**src/hw/rtl/hhdc_pkg.sv**
```systemverilog
// shared types, constants and helper functions for the heading hold drive controller
// no dependencies; used by hhdc_heading_error and heading_hold_drive_controller

package hhdc_pkg;

   // sizing
   localparam int INTEGRAL_WIDTH = 24;
   localparam int GAIN_FRAC_BITS = 8;
   localparam int DECAY_STEPS    = 16;

   localparam int HEADING_W = 13;
   localparam int SPEED_W   = 8;
   localparam int GAIN_W    = 12;
   localparam int TOL_W     = 8;
   localparam int MODE_W    = 3;
   localparam int ERR_W     = 9;
   localparam int DIFF_W    = 10;
   localparam int DECAY_W   = 7;
   localparam int DECAY_IDX_W = 6;
   localparam int FACTOR_W  = 17;
   localparam int FACTOR_SHIFT = 16;

   localparam int CSR_IDX_W  = 3;
   localparam int CSR_DATA_W = 13;

   localparam int PROD_P_W = GAIN_W + 1 + ERR_W;
   localparam int PROD_I_W = GAIN_W + 1 + INTEGRAL_WIDTH;
   localparam int PROD_D_W = GAIN_W + 1 + DIFF_W;
   localparam int SUM_W    = PROD_I_W + 3;
   localparam int TURN_PROD_W = SPEED_W + FACTOR_W;

   // fixed numbers of the control law
   localparam int HALF_TURN_Q4 = 180 * 16;
   localparam int FULL_TURN    = 360;
   localparam int HALF_TURN    = 180;
   localparam int RIGHT_TRIM   = 3;
   localparam int TURN_FLOOR   = 35;
   localparam int SPEED_MAX    = 255;

   // register reset values
   localparam logic [GAIN_W-1:0] PROP_GAIN_RESET  = 12'd1075;
   localparam logic [GAIN_W-1:0] DERIV_GAIN_RESET = 12'd246;
   localparam logic [TOL_W-1:0]  TOL_RESET        = 8'd6;

   typedef enum logic [MODE_W-1:0] {
      MODE_HOLD_FWD = 3'd0,
      MODE_HOLD_REV = 3'd1,
      MODE_TURN     = 3'd2,
      MODE_OPEN_FWD = 3'd3,
      MODE_OPEN_REV = 3'd4
   } drive_mode_type;

   typedef enum logic [CSR_IDX_W-1:0] {
      CSR_DRIVE_MODE     = 3'd0,
      CSR_TARGET_HEADING = 3'd1,
      CSR_BASE_SPEED     = 3'd2,
      CSR_TURN_CW        = 3'd3,
      CSR_PROP_GAIN      = 3'd4,
      CSR_INTEG_GAIN     = 3'd5,
      CSR_DERIV_GAIN     = 3'd6,
      CSR_TURN_TOL       = 3'd7
   } csr_index_type;

   // round(65536 * exp(-k/2))
   function automatic logic [FACTOR_W-1:0] decay_factor(input logic [DECAY_IDX_W-1:0] idx);
      logic [FACTOR_W-1:0] f;
      case (idx)
         6'd0:  f = 17'd65536;
         6'd1:  f = 17'd39750;
         6'd2:  f = 17'd24109;
         6'd3:  f = 17'd14623;
         6'd4:  f = 17'd8869;
         6'd5:  f = 17'd5380;
         6'd6:  f = 17'd3263;
         6'd7:  f = 17'd1979;
         6'd8:  f = 17'd1200;
         6'd9:  f = 17'd728;
         6'd10: f = 17'd442;
         6'd11: f = 17'd268;
         6'd12: f = 17'd162;
         6'd13: f = 17'd99;
         6'd14: f = 17'd60;
         6'd15: f = 17'd36;
         6'd16: f = 17'd22;
         6'd17: f = 17'd13;
         6'd18: f = 17'd8;
         6'd19: f = 17'd5;
         6'd20: f = 17'd3;
         6'd21: f = 17'd2;
         6'd22: f = 17'd1;
         6'd23: f = 17'd1;
         default: f = '0;
      endcase
      return f;
   endfunction

   // fixed point drive value to whole pwm units, clamped to 0..255
   function automatic logic [SPEED_W-1:0] to_speed(input logic signed [SUM_W-1:0] q);
      logic signed [SUM_W-1:0] whole;
      logic [SPEED_W-1:0] s;
      whole = q >>> GAIN_FRAC_BITS;
      if (q <= 0) begin
         s = '0;
      end else if (whole > SUM_W'(SPEED_MAX)) begin
         s = SPEED_W'(SPEED_MAX);
      end else begin
         s = whole[SPEED_W-1:0];
      end
      return s;
   endfunction

endpackage

```
**src/hw/rtl/heading_hold_drive_controller.sv**
```systemverilog
// heading hold drive controller top level: register file, four stage datapath, handshakes
// depends on hhdc_pkg and hhdc_heading_error

// Each request carries one yaw sample and yields exactly one motor command, in order.
// A request is taken every cycle while the result side keeps up; a result is offered once
// its request has passed the input register, error and controller state stage, multiplier
// stage and the mix and clamp stage that feeds the result register. The pace is set
// by the controller state loop: integrator, last error, decay step and the done flag are
// read and rewritten together in the error stage, so the next request already sees
// them. Every stage holds its item until the next stage frees, so a stalled result does
// not block requests until the pipeline is full. Hold modes run a PID on the wrapped
// whole-degree error (Q4.8 gains, saturating integrator) and mix it into base speed with
// a right motor trim of -3; turn mode spins at a decaying speed plus 35 until the error
// is within tolerance and then latches stopped with turn_done set until restart.
// The user must write configuration via csr_write_en/csr_index/csr_wdata only while idle; the block does not check.

module heading_hold_drive_controller (
   input  logic                               clock,
   input  logic                               reset,
   // configuration
   input  logic                               csr_write_en,
   input  logic [hhdc_pkg::CSR_IDX_W-1:0]     csr_index,
   input  logic [hhdc_pkg::CSR_DATA_W-1:0]    csr_wdata,
   // request channel
   input  logic                               req_valid,
   output logic                               req_stall,
   input  logic [hhdc_pkg::HEADING_W-1:0]     req_yaw_angle,
   input  logic                               req_restart,
   // result channel
   output logic                               rsp_valid,
   input  logic                               rsp_stall,
   output logic [hhdc_pkg::SPEED_W-1:0]       rsp_right_speed,
   output logic                               rsp_right_reverse,
   output logic [hhdc_pkg::SPEED_W-1:0]       rsp_left_speed,
   output logic                               rsp_left_reverse,
   output logic                               rsp_turn_done
);

   localparam int IW = hhdc_pkg::INTEGRAL_WIDTH;
   localparam int SW = hhdc_pkg::SUM_W;

   // ---------------- configuration registers
   hhdc_pkg::drive_mode_type             drive_mode_ff;
   logic [hhdc_pkg::HEADING_W-1:0]       target_heading_ff;
   logic [hhdc_pkg::SPEED_W-1:0]         base_speed_ff;
   logic                                 turn_cw_ff;
   logic [hhdc_pkg::GAIN_W-1:0]          prop_gain_ff;
   logic [hhdc_pkg::GAIN_W-1:0]          integ_gain_ff;
   logic [hhdc_pkg::GAIN_W-1:0]          deriv_gain_ff;
   logic [hhdc_pkg::TOL_W-1:0]           turn_tol_ff;

   always_ff @(posedge clock) begin
      if (reset) begin
         drive_mode_ff     <= hhdc_pkg::MODE_OPEN_FWD;
         target_heading_ff <= '0;
         base_speed_ff     <= '0;
         turn_cw_ff        <= 1'b1;
         prop_gain_ff      <= hhdc_pkg::PROP_GAIN_RESET;
         integ_gain_ff     <= '0;
         deriv_gain_ff     <= hhdc_pkg::DERIV_GAIN_RESET;
         turn_tol_ff       <= hhdc_pkg::TOL_RESET;
      end else if (csr_write_en) begin
         case (hhdc_pkg::csr_index_type'(csr_index))
            hhdc_pkg::CSR_DRIVE_MODE:
               drive_mode_ff <= hhdc_pkg::drive_mode_type'(csr_wdata[hhdc_pkg::MODE_W-1:0]);
            hhdc_pkg::CSR_TARGET_HEADING: target_heading_ff <= csr_wdata;
            hhdc_pkg::CSR_BASE_SPEED:     base_speed_ff <= csr_wdata[hhdc_pkg::SPEED_W-1:0];
            hhdc_pkg::CSR_TURN_CW:        turn_cw_ff <= csr_wdata[0];
            hhdc_pkg::CSR_PROP_GAIN:      prop_gain_ff <= csr_wdata[hhdc_pkg::GAIN_W-1:0];
            hhdc_pkg::CSR_INTEG_GAIN:     integ_gain_ff <= csr_wdata[hhdc_pkg::GAIN_W-1:0];
            hhdc_pkg::CSR_DERIV_GAIN:     deriv_gain_ff <= csr_wdata[hhdc_pkg::GAIN_W-1:0];
            hhdc_pkg::CSR_TURN_TOL:       turn_tol_ff <= csr_wdata[hhdc_pkg::TOL_W-1:0];
            default: begin
            end
         endcase
      end
   end

   // ---------------- stage occupancy and flow control
   // each stage loads when it is empty or its item moves on
   logic s0_valid_ff, s1_valid_ff, s2_valid_ff, s3_valid_ff;
   logic adv0, adv1, adv2, adv3;
   logic take0;

   assign adv3  = !s3_valid_ff || !rsp_stall;
   assign adv2  = !s2_valid_ff || adv3;
   assign adv1  = !s1_valid_ff || adv2;
   assign adv0  = !s0_valid_ff || adv1;
   assign take0 = s0_valid_ff && adv1;   // request enters the state stage

   assign req_stall = !adv0;
   assign rsp_valid = s3_valid_ff;

   always_ff @(posedge clock) begin
      if (reset) begin
         s0_valid_ff <= 1'b0;
         s1_valid_ff <= 1'b0;
         s2_valid_ff <= 1'b0;
         s3_valid_ff <= 1'b0;
      end else begin
         if (adv0) s0_valid_ff <= req_valid;
         if (adv1) s1_valid_ff <= s0_valid_ff;
         if (adv2) s2_valid_ff <= s1_valid_ff;
         if (adv3) s3_valid_ff <= s2_valid_ff;
      end
   end

   // ---------------- stage 0: input register
   logic [hhdc_pkg::HEADING_W-1:0] yaw_ff;
   logic                           restart_ff;

   always_ff @(posedge clock) begin
      if (adv0) begin
         yaw_ff     <= req_yaw_angle;
         restart_ff <= req_restart;
      end
   end

   // ---------------- stage 1: heading error and controller state
   logic signed [hhdc_pkg::ERR_W-1:0] err;

   hhdc_heading_error u_err (
      .yaw    (yaw_ff),
      .target (target_heading_ff),
      .err    (err)
   );

   logic signed [IW-1:0]                 integral_sum_ff, integral_sum_in;
   logic signed [hhdc_pkg::ERR_W-1:0]    last_error_ff, last_error_in;
   logic [hhdc_pkg::DECAY_W-1:0]         decay_step_ff, decay_step_in;
   logic                                 turn_finished_ff, turn_finished_in;

   logic signed [IW-1:0]                 isum_cur;
   logic signed [hhdc_pkg::ERR_W-1:0]    last_cur;
   logic [hhdc_pkg::DECAY_W-1:0]         decay_cur;
   logic                                 finished_cur;
   logic signed [IW:0]                   acc_wide;
   logic signed [IW-1:0]                 acc;
   logic signed [hhdc_pkg::DIFF_W-1:0]   diff;
   logic [hhdc_pkg::TOL_W-1:0]           err_mag;
   logic                                 stop;
   logic                                 decay_live;
   logic [hhdc_pkg::FACTOR_W-1:0]        factor;

   always_comb begin
      // restart clears the state ahead of this sample
      isum_cur     = restart_ff ? '0 : integral_sum_ff;
      last_cur     = restart_ff ? '0 : last_error_ff;
      decay_cur    = restart_ff ? '0 : decay_step_ff;
      finished_cur = restart_ff ? 1'b0 : turn_finished_ff;

      // saturating integrator
      acc_wide = (IW+1)'(isum_cur) + (IW+1)'(err);
      if (acc_wide[IW] != acc_wide[IW-1]) begin
         acc = acc_wide[IW] ? {1'b1, {(IW-1){1'b0}}} : {1'b0, {(IW-1){1'b1}}};
      end else begin
         acc = acc_wide[IW-1:0];
      end
      diff = hhdc_pkg::DIFF_W'(err) - hhdc_pkg::DIFF_W'(last_cur);

      err_mag    = err[hhdc_pkg::ERR_W-1] ? hhdc_pkg::TOL_W'(-err) : hhdc_pkg::TOL_W'(err);
      stop       = finished_cur || (err_mag <= turn_tol_ff);
      decay_live = decay_cur < hhdc_pkg::DECAY_W'(hhdc_pkg::DECAY_STEPS);
      factor     = decay_live ? hhdc_pkg::decay_factor(decay_cur[hhdc_pkg::DECAY_IDX_W-1:0])
                              : '0;

      integral_sum_in  = isum_cur;
      last_error_in    = last_cur;
      decay_step_in    = decay_cur;
      turn_finished_in = finished_cur;
      case (drive_mode_ff)
         hhdc_pkg::MODE_HOLD_FWD, hhdc_pkg::MODE_HOLD_REV: begin
            integral_sum_in = acc;
            last_error_in   = err;
         end
         hhdc_pkg::MODE_TURN: begin
            if (stop) begin
               turn_finished_in = 1'b1;
            end else if (decay_live) begin
               decay_step_in = decay_cur + 1'b1;
            end
         end
         default: begin
         end
      endcase
   end

   always_ff @(posedge clock) begin
      if (reset) begin
         integral_sum_ff  <= '0;
         last_error_ff    <= '0;
         decay_step_ff    <= '0;
         turn_finished_ff <= 1'b0;
      end else if (take0) begin
         integral_sum_ff  <= integral_sum_in;
         last_error_ff    <= last_error_in;
         decay_step_ff    <= decay_step_in;
         turn_finished_ff <= turn_finished_in;
      end
   end

   logic signed [hhdc_pkg::ERR_W-1:0]  s1_err_ff;
   logic signed [IW-1:0]               s1_acc_ff;
   logic signed [hhdc_pkg::DIFF_W-1:0] s1_diff_ff;
   logic                               s1_stop_ff;
   logic [hhdc_pkg::FACTOR_W-1:0]      s1_factor_ff;

   always_ff @(posedge clock) begin
      if (adv1) begin
         s1_err_ff    <= err;
         s1_acc_ff    <= acc;
         s1_diff_ff   <= diff;
         s1_stop_ff   <= stop;
         s1_factor_ff <= factor;
      end
   end

   // ---------------- stage 2: gain and decay multipliers
   logic signed [hhdc_pkg::PROD_P_W-1:0] p_term;
   logic signed [hhdc_pkg::PROD_I_W-1:0] i_term;
   logic signed [hhdc_pkg::PROD_D_W-1:0] d_term;
   logic [hhdc_pkg::TURN_PROD_W-1:0]     turn_prod;

   always_comb begin
      p_term    = $signed({1'b0, prop_gain_ff}) * s1_err_ff;
      i_term    = $signed({1'b0, integ_gain_ff}) * s1_acc_ff;
      d_term    = $signed({1'b0, deriv_gain_ff}) * s1_diff_ff;
      turn_prod = hhdc_pkg::TURN_PROD_W'(base_speed_ff) * hhdc_pkg::TURN_PROD_W'(s1_factor_ff);
   end

   logic signed [hhdc_pkg::PROD_P_W-1:0] s2_p_ff;
   logic signed [hhdc_pkg::PROD_I_W-1:0] s2_i_ff;
   logic signed [hhdc_pkg::PROD_D_W-1:0] s2_d_ff;
   logic [hhdc_pkg::SPEED_W-1:0]         s2_turn_spd_ff;
   logic                                 s2_stop_ff;

   always_ff @(posedge clock) begin
      if (adv2) begin
         s2_p_ff        <= p_term;
         s2_i_ff        <= i_term;
         s2_d_ff        <= d_term;
         // factor never exceeds 65536, so the shifted product fits a speed
         s2_turn_spd_ff <= turn_prod[hhdc_pkg::FACTOR_SHIFT +: hhdc_pkg::SPEED_W];
         s2_stop_ff     <= s1_stop_ff;
      end
   end

   // ---------------- stage 3: motor mix, clamp and result register
   logic signed [SW-1:0]           pid_total;
   logic signed [SW-1:0]           base_q;
   logic signed [SW-1:0]           trim_q;
   logic [hhdc_pkg::SPEED_W:0]     turn_raw;
   logic [hhdc_pkg::SPEED_W-1:0]   turn_spd;

   logic [hhdc_pkg::SPEED_W-1:0]   right_speed_ff, right_speed_in;
   logic                           right_reverse_ff, right_reverse_in;
   logic [hhdc_pkg::SPEED_W-1:0]   left_speed_ff, left_speed_in;
   logic                           left_reverse_ff, left_reverse_in;
   logic                           turn_done_ff, turn_done_in;

   always_comb begin
      pid_total = SW'(s2_p_ff) + SW'(s2_i_ff) + SW'(s2_d_ff);
      base_q    = $signed(SW'(base_speed_ff)) <<< hhdc_pkg::GAIN_FRAC_BITS;
      trim_q    = $signed(SW'(hhdc_pkg::RIGHT_TRIM)) <<< hhdc_pkg::GAIN_FRAC_BITS;

      turn_raw  = {1'b0, s2_turn_spd_ff} + (hhdc_pkg::SPEED_W+1)'(hhdc_pkg::TURN_FLOOR);
      turn_spd  = turn_raw[hhdc_pkg::SPEED_W] ? hhdc_pkg::SPEED_W'(hhdc_pkg::SPEED_MAX)
                                              : turn_raw[hhdc_pkg::SPEED_W-1:0];

      right_speed_in   = '0;
      right_reverse_in = 1'b0;
      left_speed_in    = '0;
      left_reverse_in  = 1'b0;
      turn_done_in     = 1'b0;
      case (drive_mode_ff)
         hhdc_pkg::MODE_HOLD_FWD: begin
            right_speed_in = hhdc_pkg::to_speed(base_q + pid_total - trim_q);
            left_speed_in  = hhdc_pkg::to_speed(base_q - pid_total);
         end
         hhdc_pkg::MODE_HOLD_REV: begin
            right_speed_in   = hhdc_pkg::to_speed(base_q - pid_total - trim_q);
            left_speed_in    = hhdc_pkg::to_speed(base_q + pid_total);
            right_reverse_in = 1'b1;
            left_reverse_in  = 1'b1;
         end
         hhdc_pkg::MODE_TURN: begin
            if (s2_stop_ff) begin
               turn_done_in = 1'b1;
            end else begin
               // turn speed is at least 35, so the trim cannot underflow
               right_speed_in   = turn_spd - hhdc_pkg::SPEED_W'(hhdc_pkg::RIGHT_TRIM);
               left_speed_in    = turn_spd;
               right_reverse_in = turn_cw_ff;
               left_reverse_in  = !turn_cw_ff;
            end
         end
         hhdc_pkg::MODE_OPEN_FWD: begin
            right_speed_in = base_speed_ff;
            left_speed_in  = base_speed_ff;
         end
         hhdc_pkg::MODE_OPEN_REV: begin
            right_speed_in   = base_speed_ff;
            left_speed_in    = base_speed_ff;
            right_reverse_in = 1'b1;
            left_reverse_in  = 1'b1;
         end
         default: begin
            // unused mode codes stop both motors
         end
      endcase
   end

   always_ff @(posedge clock) begin
      if (adv3) begin
         right_speed_ff   <= right_speed_in;
         right_reverse_ff <= right_reverse_in;
         left_speed_ff    <= left_speed_in;
         left_reverse_ff  <= left_reverse_in;
         turn_done_ff     <= turn_done_in;
      end
   end

   assign rsp_right_speed   = right_speed_ff;
   assign rsp_right_reverse = right_reverse_ff;
   assign rsp_left_speed    = left_speed_ff;
   assign rsp_left_reverse  = left_reverse_ff;
   assign rsp_turn_done     = turn_done_ff;

`ifndef SYNTHESIS
   // a finished turn always commands both motors stopped and forward
   a_done_stops: assert property (@(posedge clock) disable iff (reset)
      rsp_valid && rsp_turn_done |-> rsp_right_speed == '0 && rsp_left_speed == '0
                                     && !rsp_right_reverse && !rsp_left_reverse)
      else $error("turn_done result with motors running");

   // the done flag is set only by a request processed in turn mode
   a_done_source: assert property (@(posedge clock) disable iff (reset)
      $rose(turn_finished_ff) |-> $past(take0) && $past(drive_mode_ff == hhdc_pkg::MODE_TURN))
      else $error("turn_finished set outside turn mode");

   // decay index saturates at the step count
   a_decay_bound: assert property (@(posedge clock) disable iff (reset)
      decay_step_ff <= hhdc_pkg::DECAY_W'(hhdc_pkg::DECAY_STEPS))
      else $error("decay step beyond limit");

   // a request held in the input register is not dropped while the pipe is blocked
   a_no_drop: assert property (@(posedge clock) disable iff (reset)
      s0_valid_ff && !adv1 |=> s0_valid_ff && $stable(yaw_ff) && $stable(restart_ff))
      else $error("input register lost a request");
`endif

endmodule

```
**src/hw/rtl/hhdc_heading_error.sv**
```systemverilog
// heading error: yaw minus target, rounded to whole degrees, wrapped to [-180,180)
// depends on hhdc_pkg

module hhdc_heading_error (
   input  logic [hhdc_pkg::HEADING_W-1:0]    yaw,
   input  logic [hhdc_pkg::HEADING_W-1:0]    target,
   output logic signed [hhdc_pkg::ERR_W-1:0] err
);

   logic signed [hhdc_pkg::HEADING_W+1:0] diff_q4;
   logic                                  neg;
   logic [hhdc_pkg::HEADING_W:0]          mag_q4;
   logic [9:0]                            mag_deg;
   logic signed [10:0]                    rnd;
   logic signed [10:0]                    wrapped;

   always_comb begin
      diff_q4 = $signed({2'b00, yaw}) - $signed({2'b00, target})
              + 15'(hhdc_pkg::HALF_TURN_Q4);
      neg     = diff_q4[hhdc_pkg::HEADING_W+1];
      mag_q4  = neg ? 14'(-diff_q4) : 14'(diff_q4);
      // halves round away from zero
      mag_deg = 10'((mag_q4 + 14'd8) >> 4);
      rnd     = neg ? -$signed({1'b0, mag_deg}) : $signed({1'b0, mag_deg});
      // floor modulo, rnd always lies in [-360,720)
      if (rnd < 0) begin
         wrapped = rnd + 11'(hhdc_pkg::FULL_TURN);
      end else if (rnd >= 11'(hhdc_pkg::FULL_TURN)) begin
         wrapped = rnd - 11'(hhdc_pkg::FULL_TURN);
      end else begin
         wrapped = rnd;
      end
      err = 9'(wrapped - 11'(hhdc_pkg::HALF_TURN));
   end

endmodule
```
**config.mk**
```make
export PLATFORM = sky130hd
export DESIGN_NAME = heading_hold_drive_controller
export DESIGN_NICKNAME = d
export VERILOG_FILES = /design/src/hw/rtl/hhdc_pkg.sv /design/src/hw/rtl/heading_hold_drive_controller.sv /design/src/hw/rtl/hhdc_heading_error.sv
export SDC_FILE = /design/constraint.sdc
export NUM_CORES = 2
export LEC_CHECK = 0
export ABC_AREA = 1
export BUFFER_PORTS_ARGS = -buffer_cell sky130_fd_sc_hd__buf_2
export CAP_MARGIN = 20
export CORE_MARGIN = 2
export CORE_UTILIZATION = 45
export CTS_BUF_LIST = sky130_fd_sc_hd__clkbuf_8
export DETAILED_ROUTE_END_ITERATION = 10
export GPL_TIMING_DRIVEN = 1
export PLACE_DENSITY = 0.66
export SETUP_SLACK_MARGIN = 0.05
export SLEW_MARGIN = 20
export SYNTH_ARGS = -nofsm -noshare
export SYNTH_HDL_FRONTEND = slang
export SYNTH_SLANG_ARGS = --single-unit
export TNS_END_PERCENT = 100
```
**constraint.sdc**
```tcl
create_clock -name clock -period 15.9 [get_ports clock]
set_input_delay 0.795 -clock clock [delete_from_list [all_inputs] [get_ports clock]]
set_output_delay 0.795 -clock clock [all_outputs]
set_load 0.005 [all_outputs]
```
# After elaboration in Yosys (flattened, before gate mapping)
# Memories as Yosys holds them, arrays and structs flattened. A register that Yosys moved wholly into a read port is not among the register bits.
# Cells that the tools add are included.
# op_classes
addsub,20
multipliers,4
n_lt_le_gt_ge,12
eq_ne,12
mux,36
bitwise,1
n_reduce_logical,27
# ops
op,n
40-bit by 1-bit <= comparator with 1-bit output (second input constant),4
32-bit by 9-bit > comparator with 1-bit output (second input constant),4
24-bit two-way mux,4
8-bit two-way mux,12
40-bit by 11-bit subtractor with 40-bit output (second input constant),2
8-bit one-hot mux with 4 select lines,2
17-bit by 39-bit adder with 40-bit output,1
17-bit by 39-bit subtractor with 40-bit output,1
38-bit by 23-bit adder with 39-bit output,1
22-bit by 37-bit adder with 38-bit output,1
13-bit by 24-bit multiplier with 37-bit output,1
9-bit two-way mux,4
7-bit two-way mux,4
24-bit by 9-bit adder with 25-bit output,1
8-bit by 17-bit multiplier with 24-bit output,1
13-bit by 10-bit multiplier with 23-bit output,1
13-bit by 9-bit multiplier with 22-bit output,1
9-bit subtractor (second input constant),2
2-bit AND reduction,8
14-bit by 13-bit adder with 15-bit output (second input constant),1
3-bit equality test (second input constant),5
14-bit by 4-bit adder with 14-bit output (second input constant),1
14-bit two-way mux,1
14-bit negation,1
other kinds (24),48
# totals
regBits,282
romBits,544
input_bits,35
out_inout_bits,21
elab_cells,145
n_memories,1
# memory_table
memory,words,word_bits,rd,rd_ports_with_merged_regs,write_ports,line_no,text
(name not given),32,17,1,1,0,hhdc_pkg.sv:67,case (idx)

# Depth between registers and ports, before layout
# depth
word_depth,17
mapped_depth,66
depth_no_buf,65

# By module
# A second synthesis with hierarchy kept.
# hier_totals
hier_cells,6337
area_unflattened_um2,46007.9
# by_module_without_submodules
module,n_inst,cells_each,area_each_um2,seq_area_each_um2
heading_hold_drive_controller,1,5931,43812.0,7837.5
hhdc_heading_error,1,406,2195.9,0.0

# Worst setup path before layout
# OpenSTA, ideal clock, no wires.
# synth_path
path_type,flip-flop to flip-flop
from,register yaw_ff[0] in the netlist's numbering
to,register decay_step_ff[3] in the netlist's numbering
setup_time_ps,119
arrival_time_ps,7652
required_time_ps,15781
slack_ps,8129
path_stages_with_launch,56
n_path_buf,1
synth_period_minus_slack_ps,7771
path_cell_list,edfxtp_1 -> inv_1 -> ha_1 -> fa_1 -> inv_1 -> nand3_1 -> nand2_1 -> nand2_1 -> nand2_2 -> xor2_2 -> ha_1 -> nor2_2 -> nand2_2 -> nand2_2 -> nand2_4 -> nand2_4 -> nand2_4 -> nand2_1 -> [20 not listed] -> nand3_4 -> nand2_4 -> clkbuf_1 -> o31ai_1 -> xor2_1 -> inv_1 -> ha_1 -> nand2_1 -> nor2_1 -> nand2_1 -> o211ai_1 -> o211ai_1 -> nor3_1 -> inv_1 -> nor2_1 -> nand4_1 -> o21ai_0 -> a21oi_1
# synth_between
elab_chain_len,17
word_cells_on_any_way,20
classes_between,9 x add/sub; 3 x order compare; 7 x mux; 1 x reduce/logical
# synth_lines
element,line_no,text
"start, declared",heading_hold_drive_controller.sv:109,logic [hhdc_pkg::HEADING_W-1:0] yaw_ff;
"start signal, assigned",heading_hold_drive_controller.sv:114,yaw_ff <= req_yaw_angle;
13-bit by 13-bit subtractor with 14-bit output *,hhdc_heading_error.sv:18,"diff_q4 = $signed({2'b00, yaw}) - $signed({2'b00, target})"
14-bit by 13-bit adder with 15-bit output *,hhdc_heading_error.sv:19,+ 15'(hhdc_pkg::HALF_TURN_Q4);
14-bit negation,hhdc_heading_error.sv:21,mag_q4 = neg ? 14'(-diff_q4) : 14'(diff_q4);
14-bit two-way mux,hhdc_heading_error.sv:21,
14-bit by 4-bit adder with 14-bit output,hhdc_heading_error.sv:23,mag_deg = 10'((mag_q4 + 14'd8) >> 4);
10-bit negation with 11-bit output,hhdc_heading_error.sv:24,"rnd = neg ? -$signed({1'b0, mag_deg}) : $signed({1'b0, mag_deg});"
11-bit two-way mux *,hhdc_heading_error.sv:24,
9-bit subtractor / 11-bit by 10-bit greater-or-equal comparator with 1-bit output (equally long branches),"hhdc_heading_error.sv:29, hhdc_heading_error.sv:28",
[3 not listed],--,
net err (one bit),heading_hold_drive_controller.sv:120,logic signed [hhdc_pkg::ERR_W-1:0] err;
8-bit negation,heading_hold_drive_controller.sv:161,err_mag = err[hhdc_pkg::ERR_W-1] ? hhdc_pkg::TOL_W'(-err) : hhdc_pkg::TOL_W'(err);
8-bit two-way mux *,heading_hold_drive_controller.sv:161,
8-bit <= comparator *,heading_hold_drive_controller.sv:162,stop = finished_cur || (err_mag <= turn_tol_ff);
1-bit logical OR *,heading_hold_drive_controller.sv:162,
net stop,heading_hold_drive_controller.sv:141,logic stop;
7-bit two-way mux *,heading_hold_drive_controller.sv:177,if (stop) begin
7-bit two-way mux *,heading_hold_drive_controller.sv:171,case (drive_mode_ff)
"end signal, assigned",heading_hold_drive_controller.sv:197,decay_step_ff <= decay_step_in;
"end, declared",heading_hold_drive_controller.sv:130,"logic [hhdc_pkg::DECAY_W-1:0] decay_step_ff, decay_step_in;"
# Mark *: on every way through the listed nets, which the timed path passes. The rest lies on a longest branch.
# A chain may end at the register's enable or synchronous reset.

# Worst setup path in the final report
# layout_path
from,register yaw_ff[0] in the netlist's numbering
to,register decay_step_ff[2] in the netlist's numbering
# Same word-level chain as after synthesis.

==> run summary <==
number of synthesized flops with an enable pin = 185
Final min period = 8.61 ns
Starting Density = 0.455
Seq/Total Area, Yosys = 0.184
GRT Total Usage = 0.229
H-tree levels = 2
clock sink count = 299
first-pass GRT wire length = 180000 um
Worst Skew = 0.0307 ns
met2 wire len = 49300 um
vias in the first global route = 34900
Yosys top cell area share = 0.253
P&R area growth vs syn = 5.81%
Root Buffer = clkbuf_8
Die Area = 0.0972 mm^2
Crit. End Element = flop
fin crit share = 0.542
fin area = 0.0451 mm^2
Max-slew headroom = 0.236
final setup fails = 0
RSZ-0062 raised after global routing = no
CP required = 16.48 ns
synth cell count leaders = 1316 x nand2_1, 1196 x inv_1, 538 x fa_1, 376 x ha_1, 339 x nor2_1
largest cells by area after synthesis = fa_1 25%, edfxtp_1 13%, nand2_1 12%
Critical Path Fanout Max = 24
total grt overflow = 0
layout cells sized above 1 = 0.0612
Slew Limit Fails = 0
Initial DRC Count = 2248
I/O pin cnt = 56
status = finished, final reports clean
Yosys reg bits = 299
port bufs = 55
mapped cell area = 0.0426 mm^2
startpoint class of the critical path = flop
final wirelength = 109000 um
actual slew at the worst max-slew pin = 1.14 ns
Vias per Instance = 5.08
HP Class = in -> reg
Synthesized Nets = 6427
post-DR wirelength/cell = 16.2 um
core area = 0.0936 mm^2
Final ANT Viol Nets = 0
Final Hold Fails = 0
Die X = 312 um
DP HPWL = 87600 um
Post-synth ARST share = 0
cts-stage hold buffer count = 0
Rows = 112
die height = 312 um
Setup TNS Final = 0 ns
first drt pass iteration count = 7
# Post-CTS Setup Buffers = 0
non-filler instance count after layout = 6734
FILL cells = 9293
fmax = 0.116 GHz
via count = 34200
Synth Flop Type = edfxtp_1
CP Class = reg -> reg
initial antenna violation count = 1
most used cell along the critical path = inv_1
number of instances resized during post-cts repair = 0
worst-case clock buffer depth = 3
largest net degree at the start of global routing = 69
placed cell areas = 0.0439 mm^2
WHS = 0.292 ns
Clk Latency, worst-skew pair = 0.68 ns
GP Congestion = 0.933
clock-pin slew on the worst setup and hold paths = 0.06 ns
top routing layer used = met4
drt drc = 0
fin nets = 6379
cts bufs inserted = 56
Max-Cap Viols = 0
Cells after Synth = 5478
crit path max-delay cell type = fa_1
crit path DAT = 9.19 ns
cell total after placement = 6625
most common cell in the netlist = nand2_1
wl on met1 = 49700 um
met3 wire len = 7330 um
Yosys cell types = 60
Ys Warns = 0
CP peak stage delay = 0.40 ns
Yosys top cell by area = fa_1
syn avg cell area = 7.78 um^2
CTS tree = yes
==> cell usage in the layout (no fill, tap or decap), drive strengths merged, types with 3 or more instances in the layout <==
cell type	n
xnor2	67
a21oi	263
a211oi	7
nand4	67
clkbuf	62
nor2	349
or2	30
nor4	9
a22oi	3
nand2	1367
xor2	177
a2111oi	3
fa	538
edfxtp	185
o31ai	8
o41ai	3
nand3b	10
bufinv	5
dfxtp	114
buf	80
nand3	192
a31oi	14
inv	1227
clkinvlp	3
o21ai	185
clkinv	25
o21bai	17
a21o	8
nor3	51
ha	376
o211ai	8
a21boi	9
o21a	3
==> worst max-delay path: cells and delay by family (launching register included) <==
family | cells | cell delay (ns)
AOI/OAI and AO/OA | 4 | 0.60
xor gates and xnor gates | 4 | 1.11
adders and majority gates | 7 | 1.93
buffers and inverters | 9 | 0.78
DFF | 1 | 0.33
and+or+nand+nor | 30 | 3.73
==> per-stage QoR <==
stage / setup WS, ns / util
floorplan: 8.13 / -
global placement: 7.44 / 0.469
detailed placement: 7.31 / 0.469
CTS: 7.27 / 0.482
global route: 6.39 / 0.482
finish: 7.29 / 0.482
==> registers in the layout (all words and copies together), names as in the netlist, 3 cells and up <==
signal / count
s1_acc_ff: 24
s1_factor_ff: 17
s1_diff_ff: 10
s2_i_ff: 37
rsp_left_speed: 8
prop_gain_ff: 12
target_heading_ff: 13
drive_mode_ff: 3
yaw_ff: 13
base_speed_ff: 8
integ_gain_ff: 12
s1_err_ff: 9
last_error_ff: 9
turn_tol_ff: 8
s2_p_ff: 22
s2_d_ff: 23
decay_step_ff: 7
rsp_right_speed: 8
s2_turn_spd_ff: 8
integral_sum_ff: 24
deriv_gain_ff: 12
==> final timing paths <==
path              cells past startpoint        startpoint               end  slack, ns
hold reg to reg                       2  decay_step_ff[5]  decay_step_ff[5]       0.45
setup / recovery                     54         yaw_ff[0]  decay_step_ff[2]       7.29
setup reg to reg                     54         yaw_ff[0]  decay_step_ff[2]       7.29
hold / removal                        1  req_yaw_angle[8]         yaw_ff[8]       0.29
==> kinds of logic after synthesis <==
kind of cell / Yosys count / share of synthesized area
AO/OA/AOI/OAI: 539 / 0.0705
XOR/XNOR: 244 / 0.0507
adder cells (fa/ha/maj): 914 / 0.363
buffers and inverters: 1402 / 0.125
flip-flops: 299 / 0.184
AND/OR/NAND/NOR: 2080 / 0.207
==> metal layers <==
| layer | global-route usage | vias up |
|---|---|---|
| li1 | - | 16600 |
| met3 | 0.0339 | 165 |
| met5 | 0 | - |
| met4 | 0.0660 | 0 |
| met1 | 0.315 | 16500 |
| met2 | 0.375 | 954 |
==> final cells by class <==
class,instances,area (um^2),share of cell area
multi-input cells,3777,29500,0.653
flip-flops and latches,299,7840,0.174
inverters,1216,4570,0.101
well taps,1254,1570,0.0348
clock buffers,62,853,0.0189
repair buffers,80,470,0.0104
clock inverters,44,342,0.00757
diodes,2,5.00,0.000111
Power is left out: the tool's default activity adds up to more than one toggle a clock period on the data nets, which glitch-free logic cannot reach.
